--- src/hdl/spc_pkg.sv ---
`timescale 1ns / 1ps
// ----------------------------------------------------------------------------
// spc_pkg: shared types and constants for the sphere pair collision test
// Field widths, pipeline stage records and register map of the block.
// ----------------------------------------------------------------------------
package spc_pkg;

  // Field widths of the transaction payloads.
  localparam int POS_W  = 24;
  localparam int RAD_W  = 16;
  localparam int MASK_W = 32;
  localparam int HALF_W = 16;
  localparam int FLAG_W = 2;
  localparam int NRM_W  = 16;

  // Internal arithmetic widths.
  localparam int D_W    = POS_W + 1;      // axis difference
  localparam int RSUM_W = RAD_W + 1;      // radius sum
  localparam int SQ_W   = 2 * RSUM_W;     // squared axis distance
  localparam int D2_W   = SQ_W + 2;       // squared distance
  localparam int TOL_W  = 10;
  localparam int LIM_W  = SQ_W + TOL_W;   // squared radius sum times tolerance
  localparam int TOL_FRAC = 8;
  localparam int ROOT_W = 32;             // floor(sqrt(dist2 * 2^28))
  localparam int REM_W  = ROOT_W + 2;
  localparam int NRM_SHIFT = 28;
  localparam int SQRT_ZERO_PAIRS = NRM_SHIFT / 2;
  localparam int NUM_W  = RSUM_W + NRM_SHIFT + 1;
  localparam int Q_W    = 16;
  localparam int DIV_W  = ROOT_W + Q_W;

  localparam logic [TOL_W-1:0] TOL_RESET = 10'd269;
  localparam logic [Q_W-1:0]   NRM_MAX   = 16'd16384;

  // Configuration port.
  localparam int CFG_AW = 3;
  localparam int CFG_DW = 32;
  localparam logic REG_TOLERANCE = 1'b0;  // word index of tolerance_scale

  // One candidate pair as presented on the input channel.
  typedef struct packed {
    logic signed [POS_W-1:0] one_x;
    logic signed [POS_W-1:0] one_y;
    logic signed [POS_W-1:0] one_z;
    logic signed [POS_W-1:0] two_x;
    logic signed [POS_W-1:0] two_y;
    logic signed [POS_W-1:0] two_z;
    logic [RAD_W-1:0]        one_radius;
    logic [RAD_W-1:0]        two_radius;
    logic [MASK_W-1:0]       one_masks;
    logic [MASK_W-1:0]       two_masks;
    logic [FLAG_W-1:0]       skip_flags;
  } spc_item_t;

  // Result of the overlap test, handed to the square root pipeline.
  typedef struct packed {
    logic                        hit;
    logic [D2_W-1:0]             dist2;
    logic [2:0][RSUM_W-1:0]      mag;
    logic [2:0]                  pos;   // component of two - one is positive
  } spc_geom_t;

  // One square root stage.
  typedef struct packed {
    logic                        hit;
    logic [D2_W-1:0]             dist2;
    logic [ROOT_W-1:0]           root;
    logic [REM_W-1:0]            rem;
    logic [2:0][RSUM_W-1:0]      mag;
    logic [2:0]                  pos;
  } spc_sqrt_t;

  // One divider stage, three lanes sharing the divisor.
  typedef struct packed {
    logic                        hit;
    logic                        zero;
    logic [ROOT_W-1:0]           root;
    logic [2:0][NUM_W-1:0]       rem;
    logic [2:0][Q_W-1:0]         quo;
    logic [2:0]                  pos;
  } spc_div_t;

endpackage

--- src/hdl/spc_front.sv ---
`timescale 1ns / 1ps
// ----------------------------------------------------------------------------
// spc_front: filter and overlap test
// Five register stages: differences, magnitudes, squares, sums, compare.
// ----------------------------------------------------------------------------
module spc_front import spc_pkg::*; (
  input  logic             clk,
  input  logic             rst_n,
  input  logic             adv,
  input  logic             in_valid,
  input  spc_item_t        item,
  input  logic [TOL_W-1:0] tol,
  output logic             geom_valid,
  output spc_geom_t        geom
);

  logic [4:0] vld_r;

  logic                    ok1_r, ok1_nxt;
  logic [RSUM_W-1:0]       rsum1_r, rsum1_nxt;
  logic signed [D_W-1:0]   d1_r [3];
  logic signed [D_W-1:0]   d1_nxt [3];

  logic                    ok2_r, ok2_nxt;
  logic [RSUM_W-1:0]       rsum2_r;
  logic [2:0][RSUM_W-1:0]  mag2_r, mag2_nxt;
  logic [2:0]              pos2_r, pos2_nxt;

  logic                    ok3_r;
  logic [2:0][SQ_W-1:0]    sq3_r, sq3_nxt;
  logic [SQ_W-1:0]         rsq3_r, rsq3_nxt;
  logic [2:0][RSUM_W-1:0]  mag3_r;
  logic [2:0]              pos3_r;

  logic                    ok4_r;
  logic [D2_W-1:0]         dist4_r, dist4_nxt;
  logic [LIM_W-1:0]        lim4_r, lim4_nxt;
  logic [2:0][RSUM_W-1:0]  mag4_r;
  logic [2:0]              pos4_r;

  spc_geom_t               geom5_r, geom5_nxt;

  // Stage 1: mask and flag filter, radius sum, signed axis differences.
  always_comb begin
    ok1_nxt = (|(item.one_masks[MASK_W-1:HALF_W] & item.two_masks[HALF_W-1:0])) &&
              (|(item.two_masks[MASK_W-1:HALF_W] & item.one_masks[HALF_W-1:0])) &&
              (item.skip_flags == '0);
    rsum1_nxt = {1'b0, item.one_radius} + {1'b0, item.two_radius};
    d1_nxt[0] = D_W'(item.one_x) - D_W'(item.two_x);
    d1_nxt[1] = D_W'(item.one_y) - D_W'(item.two_y);
    d1_nxt[2] = D_W'(item.one_z) - D_W'(item.two_z);
  end

  // Stage 2: magnitudes and the per-axis bound.
  always_comb begin
    logic [D_W-1:0] m;
    ok2_nxt = ok1_r;
    for (int i = 0; i < 3; i++) begin
      m = d1_r[i][D_W-1] ? D_W'(-d1_r[i]) : D_W'(d1_r[i]);
      if (m > D_W'(rsum1_r)) begin
        ok2_nxt = 1'b0;
      end
      mag2_nxt[i] = m[RSUM_W-1:0];
      pos2_nxt[i] = d1_r[i][D_W-1];
    end
  end

  // Stage 3: squares of the axis distances and of the radius sum.
  always_comb begin
    for (int i = 0; i < 3; i++) begin
      sq3_nxt[i] = mag2_r[i] * mag2_r[i];
    end
    rsq3_nxt = rsum2_r * rsum2_r;
  end

  // Stage 4: squared distance and the tolerance limit.
  always_comb begin
    dist4_nxt = D2_W'(sq3_r[0]) + D2_W'(sq3_r[1]) + D2_W'(sq3_r[2]);
    lim4_nxt  = LIM_W'(rsq3_r) * LIM_W'(tol);
  end

  // Stage 5: overlap compare.
  always_comb begin
    geom5_nxt.hit   = ok4_r && ({dist4_r, {TOL_FRAC{1'b0}}} <= lim4_r);
    geom5_nxt.dist2 = dist4_r;
    geom5_nxt.mag   = mag4_r;
    geom5_nxt.pos   = pos4_r;
  end

  // Valid bits travel with the stages.
  always_ff @(posedge clk) begin
    if (!rst_n) begin
      vld_r <= '0;
    end else if (adv) begin
      vld_r <= {vld_r[3:0], in_valid};
    end
  end

  // Payload registers.
  always_ff @(posedge clk) begin
    if (adv) begin
      ok1_r   <= ok1_nxt;
      rsum1_r <= rsum1_nxt;
      d1_r    <= d1_nxt;
      ok2_r   <= ok2_nxt;
      rsum2_r <= rsum1_r;
      mag2_r  <= mag2_nxt;
      pos2_r  <= pos2_nxt;
      ok3_r   <= ok2_r;
      sq3_r   <= sq3_nxt;
      rsq3_r  <= rsq3_nxt;
      mag3_r  <= mag2_r;
      pos3_r  <= pos2_r;
      ok4_r   <= ok3_r;
      dist4_r <= dist4_nxt;
      lim4_r  <= lim4_nxt;
      mag4_r  <= mag3_r;
      pos4_r  <= pos3_r;
      geom5_r <= geom5_nxt;
    end
  end

  assign geom_valid = vld_r[4];
  assign geom       = geom5_r;

endmodule

--- config.mk ---
export PLATFORM = sky130hd
export DESIGN_NAME = spc_front
export DESIGN_NICKNAME = d
export VERILOG_FILES = /design/src/hdl/spc_pkg.sv /design/src/hdl/spc_front.sv
export SDC_FILE = /design/constraint.sdc
export NUM_CORES = 2
export LEC_CHECK = 0
export BUFFER_PORTS_ARGS = -buffer_cell sky130_fd_sc_hd__clkbuf_2
export CORE_MARGIN = 8
export CORE_UTILIZATION = 35
export CTS_CLUSTER_DIAMETER = 200
export CTS_CLUSTER_SIZE = 14
export DETAILED_ROUTE_END_ITERATION = 10
export PLACE_DENSITY = 0.54
export SLEW_MARGIN = 5
export SYNTH_ARGS = -nofsm -noshare
export SYNTH_HDL_FRONTEND = slang
export SYNTH_SLANG_ARGS = --single-unit
--- constraint.sdc ---
create_clock -name clk -period 6.7 [get_ports clk]
set_input_delay 1.005 -clock clk [delete_from_list [all_inputs] [get_ports clk]]
set_output_delay 1.005 -clock clk [all_outputs]
set_load 0.05 [all_outputs]
# After elaboration in Yosys (flattened, before gate mapping)
# Cells that the tools add are included.
# Widths: inputs -> output; s select.
# op_classes
add_sub_neg	9
n_mul	5
n_lt_le_gt_ge	4
mux	3
bitwise	2
n_reduce_logical	7
# op_table
cell	n
$mul 17x17->34	4
$gt 25x17->1	3
$mux 25	3
$neg 25->25	3
$sub 24x24->25	3
$le 44x44->1	1
$mul 34x10->44	1
$add 35x34->36	1
$add 34x34->35	1
$and 16x16->16	2
$reduce_or 16->1	2
$add 16x16->17	1
$logic_and 1x1->1	3
$reduce_or 3->1	1
$logic_not 2->1	1
# word_totals
regBits	587
inputBits	256
output_inout_bits	92
wordCells	64

# Depth between registers and ports, before layout
# logic_depth
ltp_word	4
depth_mapped	25
mapped_depth_nobuf	24

# Worst setup path after synthesis
# OpenSTA, ideal clock, no wires.
# synth_timing
path_type	reg2reg
from	register rsum2_r[10]
to	register rsq3_r[33] (data pin)
setup_ns	0.260
t_arrival_ns	6.123
required_ns	6.440
slack_ns	0.317
path_stages_with_launch	23
n_path_buf	1
synth_period_minus_slack_ns	6.383
path_cell_list	edfxtp_1 > clkbuf_1 > and2_1 > fa_1 > inv_1 > fa_1 > inv_1 > fa_1 > fa_1 > fa_1 > inv_1 > fa_1 > inv_1 > ha_1 > a21oi_1 > o21ai_0 > a221oi_1 > a21boi_0 > a221oi_1 > a21oi_1 > a311o_1 > a21oi_1 > xnor2_1
# synth_via
elab_chain_len	1
# synth_rtl
item	line	text
from (decl)	spc_front.sv:25	logic [RSUM_W-1:0] rsum2_r;
from (signal assigned)	spc_front.sv:106	rsum2_r <= rsum1_r;
$mul 17x17->34	spc_front.sv:73	rsq3_nxt = rsum2_r * rsum2_r;
named net rsq3_nxt[33]	spc_front.sv:31	logic [SQ_W-1:0] rsq3_r, rsq3_nxt;
to (signal assigned)	spc_front.sv:111	rsq3_r <= rsq3_nxt;
to (decl)	spc_front.sv:31	
# The timed path passes the listed nets, and every way through them passes these cells.
# A chain may end at the register's enable or synchronous reset.

# Worst setup path after layout
# layout_timing
from	register rsum2_r[2]
to	register rsq3_r[32] (data pin)
# The elaborated chain is that of the path after synthesis.

==> results.md <==
* Clock Path Buffers at 3
* Synth Instances at ~6900
* Critical Path Most Common Cell: fa_1
* Sequential area share after synthesis at about a quarter
* Clock Latency Late Sink at around 0.69 ns
* Clk_skew at 0.0660 ns
* Die height at 465 um
* CTS tree: yes
* Total track usage at 16.5%
* Post-synth ARST share at 0%
* Sequential standard cell area at 17400 um2
* DR iter-0 viols at 2218
* Prevailing post-synth register cell: edfxtp_1
* Total CTS buffers at 47
* Minimum clock period at 6.50 ns
* Area delta synth->final at 10.9%
* Core area at 201000 um2
* Wire length per cell at 17.8 um
* R2R Setup Slk at 0.20 ns
* Crit path cell chain: buf_4 -> nand2_1 -> inv_1 -> fa_1 -> inv_1 -> fa_1 -> fa_1 -> inv_1 -> fa_1 -> fa_1 -> inv_1 -> fa_1 -> inv_1 -> ha_1 -> and4_1 -> a21oi_1 -> a31oi_1 -> o41ai_1 -> buf_4 -> a31oi_1 -> a31o_2 -> mux2i_1 -> a211o_1
* DRT Pass-1 Iters at 5
* Remaining DRCs at 0
* # H-tree levels at 2
* # rows at approximately 170
* Area of the multi-input gates at around 47000 um2
* Worst r2r src: rsum2_r[2]
* Share of cells above drive strength 1 at 9.24%
* Clock root buffer: clkbuf_16
* Number of flops mapped to enable cells by yosys at 575
* Filler cells at between 20000 and 25000
* RePlAce Congestion at 0.909
* Final WL at about 180000 um
* Slew HR at between 20% and 30%
* Final setup margin at 0.205 ns
* Post-synth cell types at 87
* Worst EP arrival at 6.92 ns
* Slowest stage cell, crit path: fa_1
* First-pass GRT wire length at 286000 um
* Post-DP HPWL at 151000 um
* GR Overflow Total at 0
* Synthesized flop and latch total at 580
* Slowest Stage Delay on Critical Path at 0.55 ns
* Pre-CTS WS at ~0.045 ns
* Worst Setup SP: rsum2_r[2]
* Critical path class: register to register
* Crit Path Max Fanout at 6
* Die Wd at approximately 470 um
* Synthesis Warnings at 0
* Req. time, crit path at 7.13 ns
* Routed vias at roughly 48000
* Antenna violations before repair at 17
* Syn_area_per_cell at 10.3 um2
* Die area at 217000 um2
* Fmax at ~0.15 GHz
* Final setup fails at 0
* Largest net degree at the start of global routing at 152
* Nets at ~9400
* Status: complete, no violations
* Final hold violation count at 0
* CP endpoint kind: register
* Worst-path clk slew at 0.09 ns
* CP Launch Type: register
* Slew Viols, Final at 0
* Drt via density at around 4.8
* Hold Path Class: register to register
* Clk sinks at 580
* Final ANT Viol Nets at 0
* Worst Tran Pin Value at 1.11 ns
* Initial Util at 35.1%
* Final period utilization at a little over nine tenths
* Port Buffer Count at 347
* Min-Delay Startpoint: geom5_nxt[31]
* Post-CTS Hold Buffers at 0
* Vias in the first global route at 52100
* Max cap viols at 0
* I/O pin total at 348
* Post-Synthesis Cell Area at 70700 um2
==> worst max-delay path, delay by kind of cell, from the launching register on <==
| kind | cells | cell delay [ns] |
|---|---|---|
| fa+ha+maj | 7 | 3.16 |
| flops | 1 | 0.53 |
| mux | 1 | 0.12 |
| buf+inv | 7 | 0.69 |
| simple gates | 2 | 0.31 |
| compound gates | 6 | 1.46 |
==> path summary, 6_finish.rpt <==
check | endpoint | depth (start not counted)
setup / recovery | rsq3_r[32] | 23
hold / removal | geom[31] | 0
setup reg to reg | rsq3_r[32] | 23
hold reg to reg | geom[31] | 0
==> flip-flops by register name, summed over array words and instances, names as in the netlist, 3 cells and up <==
signal and cells:
dist4_r 36, vld_r 5, geom5_nxt 51, rsq3_r 33, lim4_r 44, rsum1_r 17
mag2_r 51, pos3_r 3, geom 91, rsum2_r 17, d1_r 75, sq3_r 99
pos2_r 3, pos4_r 3, mag3_r 48
==> cell usage after synthesis (all sizes together), types with 34 or more instances <==
master	number	share of area [%]
o21a	57	0.61
xor2	72	0.89
and2	409	3.6
a21oi	245	1.7
nor2b	54	0.48
o21bai	40	0.42
xnor2	263	3.3
clkbuf	154	0.82
nor2	211	1.1
nand3	49	0.35
inv	1568	8.3
fa	1048	30
a21o	152	1.6
o21ai	149	1.1
edfxtp	575	24
nand2	605	3.2
ha	727	13
nand4	34	0.30
nor3	51	0.36
==> cell families (layout without fill, tap and decap cells) <==
kind of cell | Yosys count | in the layout | synth area share (%)
other cells | 2 | 11 | 0.0106
fa+ha+maj | 1775 | 1775 | 42.5
mux | 13 | 13 | 0.191
buf+inv | 1726 | 2200 | 9.16
xor+xnor | 335 | 335 | 4.15
compound gates | 894 | 894 | 8.39
simple gates | 1566 | 1566 | 11.0
flops | 580 | 580 | 24.6
==> layout by cell type, fill, tap and decap left out, types with 12 or more instances in the layout <==
cell type	netlist	routed
inv_1	1568	1568
or3_1	23	23
nor2_1	211	211
buf_4	0	209
clkbuf_16	0	48
o21bai_1	40	40
clkbuf_2	0	346
nand4_1	34	34
nand3_1	48	48
a21oi_1	245	243
edfxtp_1	575	575
and2_1	409	409
fa_1	1048	1048
xnor2_1	263	263
and3_1	29	29
nor2b_1	54	54
o21ai_0	147	146
a221oi_1	15	12
o21a_1	57	57
a211oi_1	29	28
buf_12	0	14
a31oi_1	21	21
ha_1	727	727
a21o_1	152	152
nand2b_1	27	27
nand2_1	605	604
o31ai_1	23	23
o211ai_1	19	19
nor3_1	51	51
or2_2	19	19
xor2_1	72	72
==> per-stage QoR <==
step	setup TNS [ns]	area (um2)	cells	hold WS, ns	utilization, %
floorplan	0	70700	6897	0.400	-
global placement	0	76700	9944	0.403	38.1
detailed placement	0	76700	9944	0.405	38.1
CTS	0	78000	10000	0.396	38.7
global route	-0.100	78400	10000	0.414	38.9
finish	0	78400	10000	0.398	38.9
==> per-layer routing <==
metal / vias up / routed length, um / GRT usage (%)
met2: 916 / 84800 / 28.3
met5: - / 24 / 0
met3: 190 / 7270 / 2.06
met1: 23900 / 81400 / 22.2
met4: 4 / 4860 / 4.29
li1: 22900 / - / -
==> cell type report <==
class | instances | share of cell area (%)
multi-input cells | 4591 | 59.9
diodes | 3 | 0.00958
clock inverters | 3 | 0.0431
inverters | 1568 | 7.51
flip-flops and latches | 580 | 22.2
well taps | 2672 | 4.26
repair buffers | 570 | 4.59
clock buffers | 59 | 1.58
==> what timing repair did <==
item                                    in CTS  in global routing
setup buffers                                0                 37
gates resized for setup                      0                 13
endpoints found under the setup margin       0                 24
hold endpoints to repair                     0                  0
Power is left out: the tool's default activity adds up to more than one toggle a clock period on the data nets, which glitch-free logic cannot reach.
